==> config.mk <==
export PLATFORM = sky130hd
export DESIGN_NAME = xas_adpcm_block_encoder_unit
export DESIGN_NICKNAME = d
export VERILOG_FILES = /design/src/design/xab_pkg.sv /design/src/design/xas_adpcm_block_encoder_unit.sv /design/src/design/xab_ram.sv
export SDC_FILE = /design/constraint.sdc
export NUM_CORES = 2
export LEC_CHECK = 0
export ABC_AREA = 1
export BUFFER_PORTS_ARGS = -buffer_cell sky130_fd_sc_hd__clkbuf_2
export CORE_UTILIZATION = 70
export DETAILED_ROUTE_END_ITERATION = 10
export PLACE_DENSITY = 0.83
export SYNTH_ARGS = -nofsm -noshare
export SYNTH_HDL_FRONTEND = slang
export SYNTH_SLANG_ARGS = --single-unit
==> constraint.sdc <==
create_clock -name clk_i -period 13.9 [get_ports clk_i]
set_input_delay 2.085 -clock clk_i [delete_from_list [all_inputs] [get_ports clk_i]]
set_output_delay 2.085 -clock clk_i [all_outputs]
set_load 0.02 [all_outputs]
==> src/design/xab_pkg.sv <==
// Shared constants, types and coefficient helpers of the XAS ADPCM block encoder.
package xab_pkg;

  localparam int SUBBLOCKS_DEF     = 4;
  localparam int CODED_SAMPLES_DEF = 30;

  localparam int SAMPLE_W = 16;
  localparam int WORD_W   = 32;
  localparam int RES_W    = 26;   // Q.6 residual, signed
  localparam int PEAK_W   = 25;   // magnitude of a residual
  localparam int PRED_W   = 25;   // Q.6 prediction, signed
  localparam int QV_W     = 40;   // scaled residual before quantizing
  localparam int REC_W    = 28;   // Q.6 reconstruction, signed

  localparam int FILTER0_LIMIT = 448;   // 7.0 in Q.6
  localparam int HDR_CAP       = 32752;
  localparam int SHIFT_MAX     = 12;

  typedef enum logic {
    OP_PUSH  = 1'b0,
    OP_FLUSH = 1'b1
  } opcode_e;

  typedef enum logic [3:0] {
    ST_IDLE,
    ST_PAD,
    ST_H0,
    ST_H1,
    ST_H2,
    ST_PEAK,
    ST_DRAIN,
    ST_SEL,
    ST_SHIFT,
    ST_HDR,
    ST_QA,
    ST_QB,
    ST_QC,
    ST_EM_RD,
    ST_EM_CAP,
    ST_EM_OUT
  } state_e;

  function automatic logic signed [7:0] coef_a(input logic [1:0] f);
    logic signed [7:0] c;
    case (f)
      2'd0:    c = 8'sd0;
      2'd1:    c = -8'sd60;
      2'd2:    c = -8'sd115;
      default: c = -8'sd98;
    endcase
    return c;
  endfunction

  function automatic logic signed [7:0] coef_b(input logic [1:0] f);
    logic signed [7:0] c;
    case (f)
      2'd2:    c = 8'sd52;
      2'd3:    c = 8'sd55;
      default: c = 8'sd0;
    endcase
    return c;
  endfunction

  // Round to a multiple of 16 and cap.
  function automatic logic signed [15:0] header_value(input logic signed [15:0] v);
    logic signed [16:0] t;
    logic signed [16:0] r;
    t = 17'(v) + 17'sd8;
    r = {t[16:4], 4'b0000};
    if (r > 17'(HDR_CAP)) begin
      r = 17'(HDR_CAP);
    end
    return r[15:0];
  endfunction

endpackage

==> src/design/xas_adpcm_block_encoder_unit.sv <==
// Top level of the one-channel XAS 4-bit ADPCM block encoder.
//
// Input channel (s_axis): one item per sample. tdata carries the signed
// 16-bit sample, tuser the opcode (push a sample, or flush a partial block).
// Output channel (m_axis): 32-bit words of the coded block, first stream
// byte in the low eight bits; tlast marks the final word of each block.
//
// A push writes the sample into the sample RAM. When a sub-block of
// CODED_SAMPLES+2 samples is full the sequencer encodes it from the sample
// RAM: header reads, peak pass, drain with filter and shift choice, four
// header bytes, then each quantized sample in the states QA, QB and QC, all
// paced by the one read port of the sample RAM. When the block is complete
// it sends its words, each read byte by byte from the coded-byte RAM. A
// flush pads with the last sample, then encodes and sends.
// The input is held off while a sub-block is encoded or words are sent.
// A stalled receiver holds the word in the output register; the sequencer
// waits on it and takes samples again once the last word is loaded.
// Reset empties the block and drops any pending word; the RAMs need none.
module xas_adpcm_block_encoder_unit #(
  parameter int SUBBLOCKS     = xab_pkg::SUBBLOCKS_DEF,
  parameter int CODED_SAMPLES = xab_pkg::CODED_SAMPLES_DEF
) (
  input  logic        clk_i,
  input  logic        rst_ni,
  input  logic        s_axis_tvalid_i,
  output logic        s_axis_tready_o,
  input  logic [15:0] s_axis_tdata_i,   // [15:0] sample
  input  logic        s_axis_tuser_i,   // [0] opcode
  output logic        m_axis_tvalid_o,
  input  logic        m_axis_tready_i,
  output logic [31:0] m_axis_tdata_o,   // [31:0] word
  output logic        m_axis_tlast_o    // last_word
);

  import xab_pkg::*;

  localparam int SUB_LEN     = CODED_SAMPLES + 2;
  localparam int DATA_BYTES  = (CODED_SAMPLES + 1) / 2;
  localparam int REC_BYTES   = 4 + DATA_BYTES;
  localparam int STORE_BYTES = SUBBLOCKS * REC_BYTES;
  localparam int WORD_COUNT  = (STORE_BYTES + 3) / 4;
  localparam int SAW  = $clog2(SUB_LEN);
  localparam int EAW  = $clog2(STORE_BYTES);
  localparam int SBW  = $clog2(SUBBLOCKS + 1);
  localparam int IW   = $clog2(CODED_SAMPLES);
  localparam int WCW  = $clog2(WORD_COUNT + 1);
  localparam int IDXW = $clog2(4 * WORD_COUNT + 1);
  localparam int OW   = $clog2(REC_BYTES + 1);

  // Sequencer and block position
  state_e                      state_q, state_d;
  logic [SAW-1:0]              pos_q, pos_d;
  logic [SBW-1:0]              sb_q, sb_d;
  logic                        pad_q, pad_d;
  logic signed [SAMPLE_W-1:0]  prev_q, prev_d;

  // Header values and the peak pass
  logic signed [SAMPLE_W-1:0]  s2_q, s2_d, s1_q, s1_d;
  logic signed [SAMPLE_W-1:0]  p1_q, p1_d, p2_q, p2_d;
  logic signed [RES_W-1:0]     res_q [4];
  logic signed [RES_W-1:0]     res_d [4];
  logic                        rv_q, rv_d;
  logic [PEAK_W-1:0]           peak_q [4];
  logic [PEAK_W-1:0]           peak_d [4];
  logic [1:0]                  filter_q, filter_d;
  logic [3:0]                  shift_q, shift_d;
  logic [1:0]                  byte_q, byte_d;
  logic [IW-1:0]               cnt_q, cnt_d;

  // Quantizer
  logic signed [SAMPLE_W-1:0]  d1_q, d1_d, d2_q, d2_d;
  logic signed [PRED_W-1:0]    pred_q, pred_d;
  logic signed [SAMPLE_W-1:0]  x_q, x_d;
  logic signed [SAMPLE_W-1:0]  qs_q, qs_d;
  logic [3:0]                  nib_hi_q, nib_hi_d;

  // Word output
  logic [WCW-1:0]              wcnt_q, wcnt_d;
  logic [IDXW-1:0]             idx_q, idx_d;
  logic [SBW-1:0]              esub_q, esub_d;
  logic [OW-1:0]               eoff_q, eoff_d;
  logic                        zero_q, zero_d;
  logic [WORD_W-1:0]           word_q, word_d;
  logic                        ov_q, ov_d;
  logic [WORD_W-1:0]           od_q, od_d;
  logic                        ol_q, ol_d;

  // RAM ports
  logic                        s_we, s_re;
  logic [SAW-1:0]              s_waddr, s_raddr;
  logic [SAMPLE_W-1:0]         s_wdata, s_rdata;
  logic                        e_we, e_re;
  logic [EAW-1:0]              e_waddr, e_raddr;
  logic [7:0]                  e_wdata, e_rdata;

  xab_ram #(.WIDTH(SAMPLE_W), .DEPTH(SUB_LEN)) u_sample_ram (
    .clk_i   (clk_i),
    .we_i    (s_we),
    .waddr_i (s_waddr),
    .wdata_i (s_wdata),
    .re_i    (s_re),
    .raddr_i (s_raddr),
    .rdata_o (s_rdata)
  );

  xab_ram #(.WIDTH(8), .DEPTH(STORE_BYTES)) u_store_ram (
    .clk_i   (clk_i),
    .we_i    (e_we),
    .waddr_i (e_waddr),
    .wdata_i (e_wdata),
    .re_i    (e_re),
    .raddr_i (e_raddr),
    .rdata_o (e_rdata)
  );

  assign s_axis_tready_o = (state_q == ST_IDLE);
  assign m_axis_tvalid_o = ov_q;
  assign m_axis_tdata_o  = od_q;
  assign m_axis_tlast_o  = ol_q;

  always_comb begin
    logic signed [SAMPLE_W-1:0] xw;
    logic signed [RES_W-1:0]    absr;
    logic [PEAK_W-1:0]          best;
    logic [PEAK_W-6-1:0]        tt;
    logic [14:0]                tc;
    logic [15:0]                bitv;
    logic signed [QV_W-1:0]     out6, scl, ti, qf;
    logic signed [REC_W-1:0]    rec6, rd;
    logic signed [SAMPLE_W-1:0] dv;
    logic [3:0]                 nib;
    logic [EAW-1:0]             base;
    logic                       last_i;
    logic                       out_free;

    state_d  = state_q;
    pos_d    = pos_q;
    sb_d     = sb_q;
    pad_d    = pad_q;
    prev_d   = prev_q;
    s2_d     = s2_q;
    s1_d     = s1_q;
    p1_d     = p1_q;
    p2_d     = p2_q;
    rv_d     = 1'b0;
    filter_d = filter_q;
    shift_d  = shift_q;
    byte_d   = byte_q;
    cnt_d    = cnt_q;
    d1_d     = d1_q;
    d2_d     = d2_q;
    pred_d   = pred_q;
    x_d      = x_q;
    qs_d     = qs_q;
    nib_hi_d = nib_hi_q;
    wcnt_d   = wcnt_q;
    idx_d    = idx_q;
    esub_d   = esub_q;
    eoff_d   = eoff_q;
    zero_d   = zero_q;
    word_d   = word_q;
    od_d     = od_q;
    ol_d     = ol_q;

    out_free = !ov_q || m_axis_tready_i;
    ov_d     = ov_q && !m_axis_tready_i;

    s_we    = 1'b0;
    s_re    = 1'b0;
    s_waddr = pos_q;
    s_wdata = prev_q;
    s_raddr = '0;
    e_we    = 1'b0;
    e_re    = 1'b0;
    e_wdata = '0;
    e_raddr = EAW'(int'(esub_q) * REC_BYTES + int'(eoff_q));

    xw     = s_rdata;
    base   = EAW'(int'(sb_q) * REC_BYTES);
    last_i = (cnt_q == IW'(CODED_SAMPLES - 1));
    e_waddr = base;

    // Four predictor lanes on the sample just read
    for (int j = 0; j < 4; j++) begin
      res_d[j] = (RES_W'(xw) <<< 6)
               + RES_W'(coef_a(2'(j))) * RES_W'(p1_q)
               + RES_W'(coef_b(2'(j))) * RES_W'(p2_q);
    end

    // Peak tracking on the registered lane results
    for (int j = 0; j < 4; j++) begin
      peak_d[j] = peak_q[j];
      absr = (res_q[j] < 0) ? -res_q[j] : res_q[j];
      if (rv_q && (peak_q[j] < PEAK_W'(absr))) begin
        peak_d[j] = PEAK_W'(absr);
      end
    end

    // Quantizer, second step
    out6 = (QV_W'(x_q) <<< 6) + QV_W'(pred_q);
    scl  = out6 <<< shift_q;
    ti   = (scl < 0) ? ((scl + QV_W'(63)) >>> 6) : (scl >>> 6);
    qf   = (ti + QV_W'(2048)) >>> 12;

    // Quantizer, third step
    rec6 = (REC_W'(qs_q >>> shift_q) <<< 6) - REC_W'(pred_q);
    rd   = (rec6 < 0) ? ((rec6 + REC_W'(63)) >>> 6) : (rec6 >>> 6);
    if (rd > REC_W'(32767)) begin
      dv = 16'sh7fff;
    end else if (rd < REC_W'(-32768)) begin
      dv = -16'sh8000;
    end else begin
      dv = rd[15:0];
    end
    nib = qs_q[15:12];

    best = '0;
    tt   = '0;
    tc   = '0;
    bitv = '0;

    unique case (state_q)
      ST_IDLE: begin
        if (s_axis_tvalid_i) begin
          if (s_axis_tuser_i == OP_FLUSH) begin
            // Drop a flush on an empty block
            if ((pos_q != '0) || (sb_q != '0)) begin
              pad_d   = 1'b1;
              state_d = ST_PAD;
            end
          end else begin
            s_we    = 1'b1;
            s_wdata = s_axis_tdata_i;
            prev_d  = s_axis_tdata_i;
            if (pos_q == SAW'(SUB_LEN - 1)) begin
              pos_d   = '0;
              state_d = ST_H0;
            end else begin
              pos_d = pos_q + 1'b1;
            end
          end
        end
      end

      ST_PAD: begin
        s_we = 1'b1;
        if (pos_q == SAW'(SUB_LEN - 1)) begin
          pos_d   = '0;
          state_d = ST_H0;
        end else begin
          pos_d = pos_q + 1'b1;
        end
      end

      ST_H0: begin
        s_re    = 1'b1;
        s_raddr = SAW'(0);
        state_d = ST_H1;
      end

      ST_H1: begin
        s_re    = 1'b1;
        s_raddr = SAW'(1);
        s2_d    = header_value(xw);
        state_d = ST_H2;
      end

      ST_H2: begin
        s_re    = 1'b1;
        s_raddr = SAW'(2);
        s1_d    = header_value(xw);
        p1_d    = header_value(xw);
        p2_d    = s2_q;
        cnt_d   = '0;
        for (int j = 0; j < 4; j++) begin
          peak_d[j] = '0;
        end
        state_d = ST_PEAK;
      end

      ST_PEAK: begin
        rv_d = 1'b1;
        p2_d = p1_q;
        p1_d = xw;
        if (last_i) begin
          state_d = ST_DRAIN;
        end else begin
          s_re    = 1'b1;
          s_raddr = SAW'(cnt_q) + SAW'(3);
          cnt_d   = cnt_q + 1'b1;
        end
      end

      ST_DRAIN: begin
        state_d = ST_SEL;
      end

      ST_SEL: begin
        // Filter 0 wins outright on a quiet sub-block, else the lowest peak
        filter_d = 2'd0;
        if (peak_q[0] > PEAK_W'(FILTER0_LIMIT)) begin
          best = peak_q[0];
          for (int j = 1; j < 4; j++) begin
            if (peak_q[j] < best) begin
              best     = peak_q[j];
              filter_d = 2'(j);
            end
          end
        end
        state_d = ST_SHIFT;
      end

      ST_SHIFT: begin
        tt = peak_q[filter_q][PEAK_W-1:6];
        tc = (tt > (PEAK_W-6)'(32767)) ? 15'h7fff : tc | tt[14:0];
        shift_d = 4'(SHIFT_MAX);
        for (int s = SHIFT_MAX - 1; s >= 0; s--) begin
          bitv = 16'h4000 >> s;
          if (((16'(tc) + (bitv >> 3)) & bitv) != '0) begin
            shift_d = 4'(s);
          end
        end
        byte_d  = '0;
        state_d = ST_HDR;
      end

      ST_HDR: begin
        e_we    = 1'b1;
        e_waddr = base + EAW'(byte_q);
        case (byte_q)
          2'd0:    e_wdata = s2_q[7:0] | 8'(filter_q);
          2'd1:    e_wdata = s2_q[15:8];
          2'd2:    e_wdata = s1_q[7:0] | 8'(shift_q);
          default: e_wdata = s1_q[15:8];
        endcase
        byte_d = byte_q + 1'b1;
        if (byte_q == 2'd3) begin
          s_re    = 1'b1;
          s_raddr = SAW'(2);
          d1_d    = s1_q;
          d2_d    = s2_q;
          cnt_d   = '0;
          state_d = ST_QA;
        end
      end

      ST_QA: begin
        pred_d  = PRED_W'(coef_a(filter_q)) * PRED_W'(d1_q)
                + PRED_W'(coef_b(filter_q)) * PRED_W'(d2_q);
        x_d     = xw;
        state_d = ST_QB;
      end

      ST_QB: begin
        if (qf > QV_W'(7)) begin
          qs_d = 16'sh7fff;
        end else if (qf < QV_W'(-8)) begin
          qs_d = -16'sh8000;
        end else begin
          qs_d = {qf[3:0], 12'h000};
        end
        state_d = ST_QC;
      end

      ST_QC: begin
        d2_d    = d1_q;
        d1_d    = dv;
        e_waddr = base + EAW'(4) + EAW'(cnt_q >> 1);
        if (cnt_q[0]) begin
          e_we    = 1'b1;
          e_wdata = {nib_hi_q, nib};
        end else if (last_i) begin
          e_we    = 1'b1;
          e_wdata = {nib, 4'h0};
        end else begin
          nib_hi_d = nib;
        end
        if (last_i) begin
          if (sb_q == SBW'(SUBBLOCKS - 1)) begin
            sb_d    = '0;
            wcnt_d  = '0;
            idx_d   = '0;
            esub_d  = '0;
            eoff_d  = '0;
            byte_d  = '0;
            state_d = ST_EM_RD;
          end else begin
            sb_d    = sb_q + 1'b1;
            state_d = pad_q ? ST_PAD : ST_IDLE;
          end
        end else begin
          s_re    = 1'b1;
          s_raddr = SAW'(cnt_q) + SAW'(3);
          cnt_d   = cnt_q + 1'b1;
          state_d = ST_QA;
        end
      end

      ST_EM_RD: begin
        // Headers first, then data bytes column by column across sub-blocks
        e_re   = (idx_q < IDXW'(STORE_BYTES));
        zero_d = !(idx_q < IDXW'(STORE_BYTES));
        idx_d  = idx_q + 1'b1;
        if (idx_q < IDXW'(4 * SUBBLOCKS)) begin
          if (eoff_q == OW'(3)) begin
            if (esub_q == SBW'(SUBBLOCKS - 1)) begin
              esub_d = '0;
              eoff_d = OW'(4);
            end else begin
              esub_d = esub_q + 1'b1;
              eoff_d = '0;
            end
          end else begin
            eoff_d = eoff_q + 1'b1;
          end
        end else begin
          if (esub_q == SBW'(SUBBLOCKS - 1)) begin
            esub_d = '0;
            eoff_d = eoff_q + 1'b1;
          end else begin
            esub_d = esub_q + 1'b1;
          end
        end
        state_d = ST_EM_CAP;
      end

      ST_EM_CAP: begin
        word_d[8*byte_q +: 8] = zero_q ? 8'h00 : e_rdata;
        if (byte_q == 2'd3) begin
          state_d = ST_EM_OUT;
        end else begin
          byte_d  = byte_q + 1'b1;
          state_d = ST_EM_RD;
        end
      end

      ST_EM_OUT: begin
        if (out_free) begin
          ov_d   = 1'b1;
          od_d   = word_q;
          ol_d   = (wcnt_q == WCW'(WORD_COUNT - 1));
          byte_d = '0;
          if (wcnt_q == WCW'(WORD_COUNT - 1)) begin
            pad_d   = 1'b0;
            state_d = ST_IDLE;
          end else begin
            wcnt_d  = wcnt_q + 1'b1;
            state_d = ST_EM_RD;
          end
        end
      end

      default: begin
        state_d = ST_IDLE;
      end
    endcase
  end

  always_ff @(posedge clk_i or negedge rst_ni) begin
    if (!rst_ni) begin
      state_q <= ST_IDLE;
      pos_q   <= '0;
      sb_q    <= '0;
      pad_q   <= 1'b0;
      prev_q  <= '0;
      rv_q    <= 1'b0;
      ov_q    <= 1'b0;
    end else begin
      state_q <= state_d;
      pos_q   <= pos_d;
      sb_q    <= sb_d;
      pad_q   <= pad_d;
      prev_q  <= prev_d;
      rv_q    <= rv_d;
      ov_q    <= ov_d;
    end
  end

  always_ff @(posedge clk_i) begin
    s2_q     <= s2_d;
    s1_q     <= s1_d;
    p1_q     <= p1_d;
    p2_q     <= p2_d;
    res_q    <= res_d;
    peak_q   <= peak_d;
    filter_q <= filter_d;
    shift_q  <= shift_d;
    byte_q   <= byte_d;
    cnt_q    <= cnt_d;
    d1_q     <= d1_d;
    d2_q     <= d2_d;
    pred_q   <= pred_d;
    x_q      <= x_d;
    qs_q     <= qs_d;
    nib_hi_q <= nib_hi_d;
    wcnt_q   <= wcnt_d;
    idx_q    <= idx_d;
    esub_q   <= esub_d;
    eoff_q   <= eoff_d;
    zero_q   <= zero_d;
    word_q   <= word_d;
    od_q     <= od_d;
    ol_q     <= ol_d;
  end

  // The block position stays inside the block
  assert property (@(posedge clk_i) disable iff (!rst_ni)
    (int'(pos_q) < SUB_LEN) && (sb_q < SBW'(SUBBLOCKS)))
    else $error("block position out of range");

  // A word loaded into the output register is flagged last only if it ends the block
  assert property (@(posedge clk_i) disable iff (!rst_ni)
    ((state_q == ST_EM_OUT) && (!ov_q || m_axis_tready_i))
      |=> (ol_q == ($past(wcnt_q) == WCW'(WORD_COUNT - 1))))
    else $error("last word flagged wrongly");

  // The coded-byte store is never written while words are sent
  assert property (@(posedge clk_i) disable iff (!rst_ni)
    e_we |-> ((state_q == ST_HDR) || (state_q == ST_QC)))
    else $error("store written outside encoding");

endmodule

==> src/design/xab_ram.sv <==
// Generic single-write, single-read RAM with registered read data.
module xab_ram #(
  parameter int WIDTH = 8,
  parameter int DEPTH = 32
) (
  input  logic                     clk_i,
  input  logic                     we_i,
  input  logic [$clog2(DEPTH)-1:0] waddr_i,
  input  logic [WIDTH-1:0]         wdata_i,
  input  logic                     re_i,
  input  logic [$clog2(DEPTH)-1:0] raddr_i,
  output logic [WIDTH-1:0]         rdata_o
);

  logic [WIDTH-1:0] mem_q [DEPTH];
  logic [WIDTH-1:0] rdata_q;

  always_ff @(posedge clk_i) begin
    if (we_i) begin
      mem_q[waddr_i] <= wdata_i;
    end
    if (re_i) begin
      rdata_q <= mem_q[raddr_i];
    end
  end

  assign rdata_o = rdata_q;

endmodule
==> metrics.yaml <==
outcome:
  outcome: "finished, final reports clean"
cts:
  cts_sinks: 1592
  hold_buffers: 0
  clock_latency_ns: 0.82
  clock-root-buffer: "clkbuf_16"
  clockBufferDepth: 3
  cts_tree: "built"
  cts_buffers: 156
  cts-htree-levels: 4
  post_cts_resized: 0
  cts_setup_buffers: 0
  clk_pin_slew_ns: 0.06
power_and_ir_drop:
  peakVddDrop_mv: 0.172
  powerDensity_mw_per_mm2: 92.6
  p_leak_nw: 41.3
final_layout:
  layout.nets: 10400
  final_cell_mix: "1381 x edfxtp_1, 1231 x inv_1, 1169 x nor2_1"
  nFillCells: 8587
  syn2layout_area_growth_pct: 7.56
  drive_above_1_share_pct: 5.54
  mostFrequentLayoutCell: "edfxtp_1"
  layout.cells.non_filler: 11200
sta:
  setup_viol: 0
  period_minus_slack_ns: 9.28
  max_freq_ghz: 0.108
  period_share_pct: 66.7
  worst_slew_pin_slew_ns: 1.30
  fin_tns_setup_ns: 0
  rsz0062_at_grt: "no"
  clock_skew_ns: 0.0372
  drv_slew: 0
  finalHoldViolCount: 0
  slew_headroom_pct: 13.0
synthesis:
  syn-instance-count: 9339
  yosys_warnings: 0
  ys.flop_type: "edfxtp_1"
  syn_area_per_cell_um2: 10.1
  synth-seq-cells: 1592
  seq_area_frac_synth_pct: 48.7
  async_reset_ff_share_pct: 1.95
  netlist-cell-type-count: 70
  syn_area_mm2: 0.0941
  synth_edf_count: 1381
worst_hold_path:
  min-delay-start: "word_q[31]"
  whs_path_depth: 0
  holdPathEnd: "m_axis_tdata_o[31]"
  min_path_type: "reg2reg"
global_route:
  grt_overflow: 0
  grt_max_degree: 182
  grt_pass1_wl_mm: 393
  grt_util_all_layers_pct: 37.4
  grt_pass1_vias: 71000
  antenna_found_initial: 7
critical_path:
  slowest_stage: "edfxtp_1"
  worst_setup_path_end_kind: "flip-flop"
  startpoint_type: "flip-flop"
  setup.worst_path.start: "filter_q[0]"
  r2r-start: "filter_q[0]"
  required_ns: 14.46
  max_stage_delay_ns: 0.90
  rr_endpoint: "pred_q[24]"
  crit_top_cell: "fa_1"
  path_max_fanout: 28
  reg2reg_depth: 29
  ff2ff_setup_slack_ns: 4.62
  crit_type: "reg2reg"
  cp.arrival_ns: 9.83
die:
  pin_count: 56
  fp.dieH_um: 369
  core_mm2: 0.133
  die_area_mm2: 0.136
  die_w_um: 369
  fp-row-count: 134
  initial_core_util_pct: 70.5
detailed_routing:
  via_count: 71000
  drt_wl_total_mm: 252
  drc_errors: 0
  ant_nets: 0
  wl_per_cell_um: 22.5
  via_per_inst: 6.33
  drt-initial-drc-count: 9018
  drt_pass1_iterations: 8
place:
  io_buffers: 55
  post-place-cells: 10900
  gp_routability_congestion: 0.966
  dpl.hpwl_mm: 172
flow_run:
  cap_viol_max_count: 0
layout make-up:
type | instances | area, um2 | share of cell area, %
clock buffer | 201 | 4210 | 4.16
timing repair buffer | 161 | 1080 | 1.07
antenna | 2 | 5.00 | 0.00495
clock inverter | 82 | 838 | 0.828
inverter | 1271 | 4790 | 4.74
sequential | 1592 | 45800 | 45.3
multi-input combinational | 6130 | 42200 | 41.7
tap | 1768 | 2210 | 2.19
worst max-delay path, delay by kind of cell, from the launching register on:
family          cells  cell delay, ns
flops               1            0.90
simple gates        7            1.29
compound gates      8            1.98
buf+inv             6            1.76
fa+ha+maj           7            3.02
xor+xnor            1            0.07
cells in the mapped netlist (87+ instances only):
master	instances	area [um2]
o21bai_1	95	713
xor2_1	195	1710
o21ai_0	771	3860
nor2_1	1174	4410
inv_1	1238	4650
xnor2_1	87	762
ha_1	666	8330
o221ai_1	94	823
nand2_1	1077	4040
clkbuf_1	302	1130
edfxtp_1	1381	41500
dfxtp_1	180	3600
nand3_1	448	2240
fa_1	394	7890
a21oi_1	386	1930
power breakdown:
part           internal [W]  switching, W  total (W)  leakage [nW]
clock               0.00233       0.00186    0.00419          2.46
combinational    0.00000483     0.0000299  0.0000348          25.4
sequential          0.00514    0.00000186    0.00514          13.4
total               0.00747       0.00189    0.00937          41.3
state kept, by name (all words and copies together), names as in the netlist, 16 cells and up:
signal                cells
prev_q                   16
x_q                      16
d1_q                     16
m_axis_tdata_o           32
peak_q                   92
u_sample_ram.rdata_o     16
res_q                    88
pred_q                   25
word_q                   32
d2_q                     16
p2_q                     16
u_store_ram.mem_q       608
p1_q                     16
u_sample_ram.mem_q      512
routing by layer:
metal,global-route usage (%),routed length [um]
met1,50.0,94900
met2,59.0,117000
met3,7.69,28000
met4,17.9,12600
met5,0,83
logic make-up after synthesis:
group	after synthesis	synth area share, %
AO/OA/AOI/OAI	1803	11.5
XOR/XNOR	282	2.63
adder cells (fa/ha/maj)	1060	17.2
buffers and inverters	1620	6.55
flip-flops	1592	48.7
other	1	0.00399
AND/OR/NAND/NOR	2981	13.3
worst max-delay path by stage:
stage | to | depth (start not counted)
global placement | pred_q[24] | 29
floorplan | res_q[24] | 35
finish | pred_q[24] | 29
global route | pred_q[24] | 29
detailed placement | pred_q[24] | 29
CTS | pred_q[24] | 29
per-stage QoR:
step / area [um2] / power (W) / hold WS (ns) / worst slack [ns] / utilization [%]
global placement: 96100 / 0.00527 / 0.402 / 5.09 / 72.0
detailed placement: 96100 / 0.00528 / 0.405 / 4.88 / 72.0
global route: 101000 / 0.00956 / 0.409 / 4.04 / 75.8
finish: 101000 / 0.00937 / 0.415 / 4.62 / 75.8
floorplan: 94100 / 0.00525 / 0.400 / 6.35 / -
CTS: 101000 / 0.00937 / 0.406 / 4.83 / 75.8
(Power assumes the default switching activity.)
